[src/design/bfsa_pkg.sv]
// Package for the best-fit slot allocator.
// Sizes, key layout and the controller/datapath command and status structs.
// No dependencies.
`default_nettype none
package bfsa_pkg;
    localparam int MAX_RESOURCES = 1024;
    localparam int ADDR_W        = $clog2(MAX_RESOURCES);
    localparam int FILL_W        = $clog2(MAX_RESOURCES + 1);
    localparam int CAP_W         = 16;
    localparam int ID_W          = 10;
    localparam int VAL_W         = 16;
    localparam int CNT_W         = 11;
    localparam int SUM_W         = 26;
    localparam int KEY_W         = CAP_W + ID_W;

    localparam logic [CNT_W-1:0] CNT_MAX = {CNT_W{1'b1}};
    localparam logic [SUM_W-1:0] SUM_MAX = {SUM_W{1'b1}};

    localparam logic KIND_ADD     = 1'b0;
    localparam logic KIND_REQUEST = 1'b1;

    typedef struct packed {
        logic load_item;
        logic ptr_load_fill;
        logic ptr_clear;
        logic ptr_dec;
        logic ptr_inc;
        logic rd_prev;
        logic rd_cur;
        logic rd_next;
        logic wr_shift;
        logic wr_new;
        logic fill_inc;
        logic fill_dec;
        logic capture;
        logic grant_update;
        logic load_result;
    } t_cmd;

    typedef struct packed {
        logic              full;
        logic              ptr_zero;
        logic              ptr_at_fill;
        logic              last;
        logic              entry_after;
        logic              entry_fits;
        logic              out_free;
        logic [FILL_W-1:0] fill;
    } t_status;
endpackage
`default_nettype wire

[src/design/bfsa_ctrl.sv]
// Controller state machine: sequences insert, search and remove over the list.
// Depends on bfsa_pkg.
`default_nettype none
module bfsa_ctrl (
    input  wire logic              i_clk,
    input  wire logic              i_rst_n,
    input  wire logic              i_in_valid,
    input  wire logic              i_kind,
    output logic                   o_in_ready,
    input  wire bfsa_pkg::t_status i_status,
    output bfsa_pkg::t_cmd         o_cmd
);
    typedef enum logic [2:0] {
        S_IDLE,
        S_INS_RD,
        S_INS_CHK,
        S_SRCH_RD,
        S_SRCH_CHK,
        S_REM_RD,
        S_REM_WR,
        S_DONE
    } t_state;

    t_state r_state;
    t_state n_state;

    assign o_in_ready = r_state == S_IDLE;

    always_comb begin
        o_cmd   = '0;
        n_state = r_state;
        unique case (r_state)
            S_IDLE: begin
                if (i_in_valid) begin
                    o_cmd.load_item = 1'b1;
                    if (i_kind == bfsa_pkg::KIND_REQUEST) begin
                        o_cmd.ptr_clear = 1'b1;
                        n_state = S_SRCH_RD;
                    end else if (!i_status.full) begin
                        o_cmd.ptr_load_fill = 1'b1;
                        n_state = S_INS_RD;
                    end
                end
            end
            S_INS_RD: begin
                if (i_status.ptr_zero) begin
                    o_cmd.wr_new   = 1'b1;
                    o_cmd.fill_inc = 1'b1;
                    n_state = S_IDLE;
                end else begin
                    o_cmd.rd_prev = 1'b1;
                    n_state = S_INS_CHK;
                end
            end
            S_INS_CHK: begin
                if (i_status.entry_after) begin
                    o_cmd.wr_shift = 1'b1;
                    o_cmd.ptr_dec  = 1'b1;
                    n_state = S_INS_RD;
                end else begin
                    o_cmd.wr_new   = 1'b1;
                    o_cmd.fill_inc = 1'b1;
                    n_state = S_IDLE;
                end
            end
            S_SRCH_RD: begin
                if (i_status.ptr_at_fill) begin
                    n_state = S_DONE;
                end else begin
                    o_cmd.rd_cur = 1'b1;
                    n_state = S_SRCH_CHK;
                end
            end
            S_SRCH_CHK: begin
                if (i_status.entry_fits) begin
                    o_cmd.capture = 1'b1;
                    n_state = S_REM_RD;
                end else begin
                    o_cmd.ptr_inc = 1'b1;
                    n_state = S_SRCH_RD;
                end
            end
            S_REM_RD: begin
                if (i_status.last) begin
                    o_cmd.fill_dec     = 1'b1;
                    o_cmd.grant_update = 1'b1;
                    n_state = S_DONE;
                end else begin
                    o_cmd.rd_next = 1'b1;
                    n_state = S_REM_WR;
                end
            end
            S_REM_WR: begin
                o_cmd.wr_shift = 1'b1;
                o_cmd.ptr_inc  = 1'b1;
                n_state = S_REM_RD;
            end
            S_DONE: begin
                if (i_status.out_free) begin
                    o_cmd.load_result = 1'b1;
                    n_state = S_IDLE;
                end
            end
            default: n_state = S_IDLE;
        endcase
    end

    always_ff @(posedge i_clk) begin
        if (!i_rst_n) begin
            r_state <= S_IDLE;
        end else begin
            r_state <= n_state;
        end
    end
endmodule
`default_nettype wire

[config.mk]
export PLATFORM = sky130hd
export DESIGN_NAME = bfsa_ctrl
export DESIGN_NICKNAME = d
export VERILOG_FILES = /design/src/design/bfsa_pkg.sv /design/src/design/bfsa_ctrl.sv
export SDC_FILE = /design/constraint.sdc
export NUM_CORES = 1
export LEC_CHECK = 0
export BUFFER_PORTS_ARGS = -buffer_cell sky130_fd_sc_hd__buf_2
export CAP_MARGIN = 15
export CORE_AREA = 2 2 39 41
export DETAILED_ROUTE_END_ITERATION = 10
export DIE_AREA = 0 0 41 43
export MAX_ROUTING_LAYER = met4
export PLACE_DENSITY = 0.79
export SETUP_SLACK_MARGIN = 0.3
export SKIP_LAST_GASP = 1
export SLEW_MARGIN = 20
export SYNTH_ARGS = -nofsm -noshare
export SYNTH_HDL_FRONTEND = slang
export SYNTH_SLANG_ARGS = --single-unit
[constraint.sdc]
create_clock -name i_clk -period 0.9 [get_ports i_clk]
set_input_delay 0.045 -clock i_clk [delete_from_list [all_inputs] [get_ports i_clk]]
set_output_delay 0.045 -clock i_clk [all_outputs]
set_load 0.005 [all_outputs]
==> flow_metrics.tcl <==
set metrics [dict create \
    final_core_util_pct 62.0 \
    syn_inst 54 \
    ys_types 30 \
    vias 588 \
    regMostFlops "r_state" \
    diodes 0 \
    globalplace.congestion 0.893 \
    cts.clk_slew.worst_paths_ns 0.03 \
    hold_viol 0 \
    rsz0062_at_grt "true" \
    worst_setup_path_start_kind "flop" \
    drtIter0Drc 10 \
    yosys-top-cells-area "dfxtp_1, nor3_1, nand2_1, a211oi_2, buf_4" \
    slowest_delay_ns 0.31 \
    post_dp_cell_area_sq_um 621 \
    core_sq_mm 0.00138 \
    fill_cells 117 \
    ys_warn_count 0 \
    fin_worst_skew_ns 0.000427 \
    first_pass_iters 4 \
    dp.cells 101 \
    synth_top_area_share_pct 15.2 \
    end_kind "flop" \
    syn-num-nets 76 \
    numCtsBuffers 3 \
    arrival_ns 1.39 \
    vias_per_cell 5.07 \
    drtAntennaViolNets 0 \
    wire_per_inst_microns 13.8 \
    fin_setup_tns_ns -5.47 \
    synth-main-ff-cell "dfxtp_1" \
    drc_errors 0 \
    grt.overflow.total 0 \
    cp_max_fo 6 \
    yosys_register_bits 3 \
    fin_nets 123 \
    final_cells 116 \
    peakVddDrop_mv 0.921 \
    grt_max_degree 10 \
    synth_top_area_cell "dfxtp_1" \
    violations "negative setup slack" \
    core.rowCount 14 \
    pwr_density_cell_mw_per_mm2 1540 \
    grt_pass1_vias 545 \
    area_delta_synth_final_pct 117 \
    worst_pin_slew_ns 0.186 \
    syn_avg_cell_area_sq_um 7.32 \
    largest_register_ffs 3 \
    cts_sinks 3 \
    cts_tree "built" \
    yosysMostFrequentCell "nand2_1" \
    synth_commonest_cells "nand2_1, nor3_1" \
    drive_above_1_share_pct 77.0 \
    drv_slew 0 \
    clk_latency_ns 0.23 \
    worst_slack_ns -0.373 \
    period_share_pct 141 \
    antenna_found_initial 0 \
    largest_registers "r_state (3)" \
    die_area_sq_mm 0.00176 \
    worstHoldPathType "in2reg" \
    max_clock_freq_ghz 0.786 \
    min_period_ns 1.27 \
    pre_cts_slack_ns -0.188 \
    syn-cell-area_sq_um 395 \
    crit_slowest_cell "dfxtp_2" \
    grt_pass1_wl_microns 2170 \
    finalPower_mw 1.32 \
    cap_violations 0 \
    hold_slack_ns 0.0931 \
    synth_edf_count 0 \
    final_area_sq_um 858 \
    cts_max_level 1 \
    path_cells "buf_12 > buf_4 > buf_6 > and2_4 > o211ai_2 > a21oi_2 > o21a_1" \
    setup_viol 19 \
    required_ns 1.01 \
    dp_hpwl_microns 977 \
    totalWireLength_microns 1600 \
    die_h_microns 43 \
    start_util_pct 28.6 \
    relSlewSlack_pct 87.6 \
    port-buffer-count 26 \
    clockRootBuffer "clkbuf_4" \
    chipWidth_microns 41 \
    track_usage_pct 18.3 \
    path_class "reg2reg" \
    yosysSeqAreaShare_pct 15.2 \
    ys_async_sr_fraction_pct 0 \
    leakage_nw 0.412 \
    clk_path_buf_depth 2 \
    outcome "finished, violations left" \
    pin_count 38 \
]
==> cell type report <==
type	count	area [sq um]	area share, %
flip-flops and latches	3	68.8	8.02
well taps	16	20.0	2.33
repair buffers	48	362	42.1
multi-input cells	43	374	43.6
clock buffers	4	26.3	3.06
inverters	2	7.51	0.875
==> metal layers <==
layer	GRT usage, %	routed length, microns
met4	9.33	35
met3	3.14	82
met1	18.9	558
met5	-	0
met2	30.9	927
==> worst max-delay path: cells and delay by family, from the launching register on <==
kind,cells,cell delay [ns]
AO/OA/AOI/OAI,3,0.31
buffers and inverters,3,0.39
AND/OR/NAND/NOR,1,0.15
flip-flops,1,0.31
==> kinds of logic (layout without fill, tap and decap cells) <==
| family | Yosys count | after routing | share of synthesized area [%] |
|---|---|---|---|
| simple gates | 28 | 28 | 42.4 |
| compound gates | 15 | 15 | 27.8 |
| buf+inv | 8 | 54 | 14.6 |
| flops | 3 | 3 | 15.2 |
==> power breakdown <==
part	leakage (nW)	switching, mW	internal (mW)
clock network	0.0150	0.0611	0.166
registers	0.0264	0.0427	0.162
logic	0.371	0.385	0.503
total	0.412	0.489	0.830
==> layout by cell type, fill, tap and decap left out, types with 2 or more instances in the layout <==
| master | synthesis | routed |
|---|---|---|
| o21ai_1 | 2 | 2 |
| buf_6 | 2 | 7 |
| a211oi_2 | 2 | 3 |
| a21oi_2 | 0 | 2 |
| buf_2 | 1 | 25 |
| nor3_2 | 0 | 4 |
| nor3_4 | 1 | 2 |
| buf_4 | 3 | 13 |
| nor3b_2 | 1 | 2 |
| nand2_4 | 0 | 2 |
| dfxtp_4 | 0 | 2 |
| nor2_1 | 3 | 2 |
| clkbuf_4 | 0 | 3 |
| nand2_1 | 7 | 6 |
| and2_4 | 1 | 2 |
==> path summary, 6_finish.rpt <==
| path | start | endpoint | slack [ns] | cells after the start |
|---|---|---|---|---|
| worst max-delay path | r_state[0] | r_state[0] | -0.37 | 7 |
| worst min-delay path | i_rst_n | r_state[2] | 0.09 | 3 |
| worst max register to register | r_state[0] | r_state[0] | -0.37 | 7 |
| worst min register to register | r_state[1] | r_state[2] | 0.72 | 3 |
==> what timing repair did <==
action                     4_1_cts  5_1_grt
setup buffers                    7        3
hold endpoints to repair         0        0
setup endpoints to repair       19       19
pin swaps                        9        7
resized for setup               15       11
hold buffers                     0        0
cloned                           0        1
Note: power is estimated with default switching activity, not from simulation.
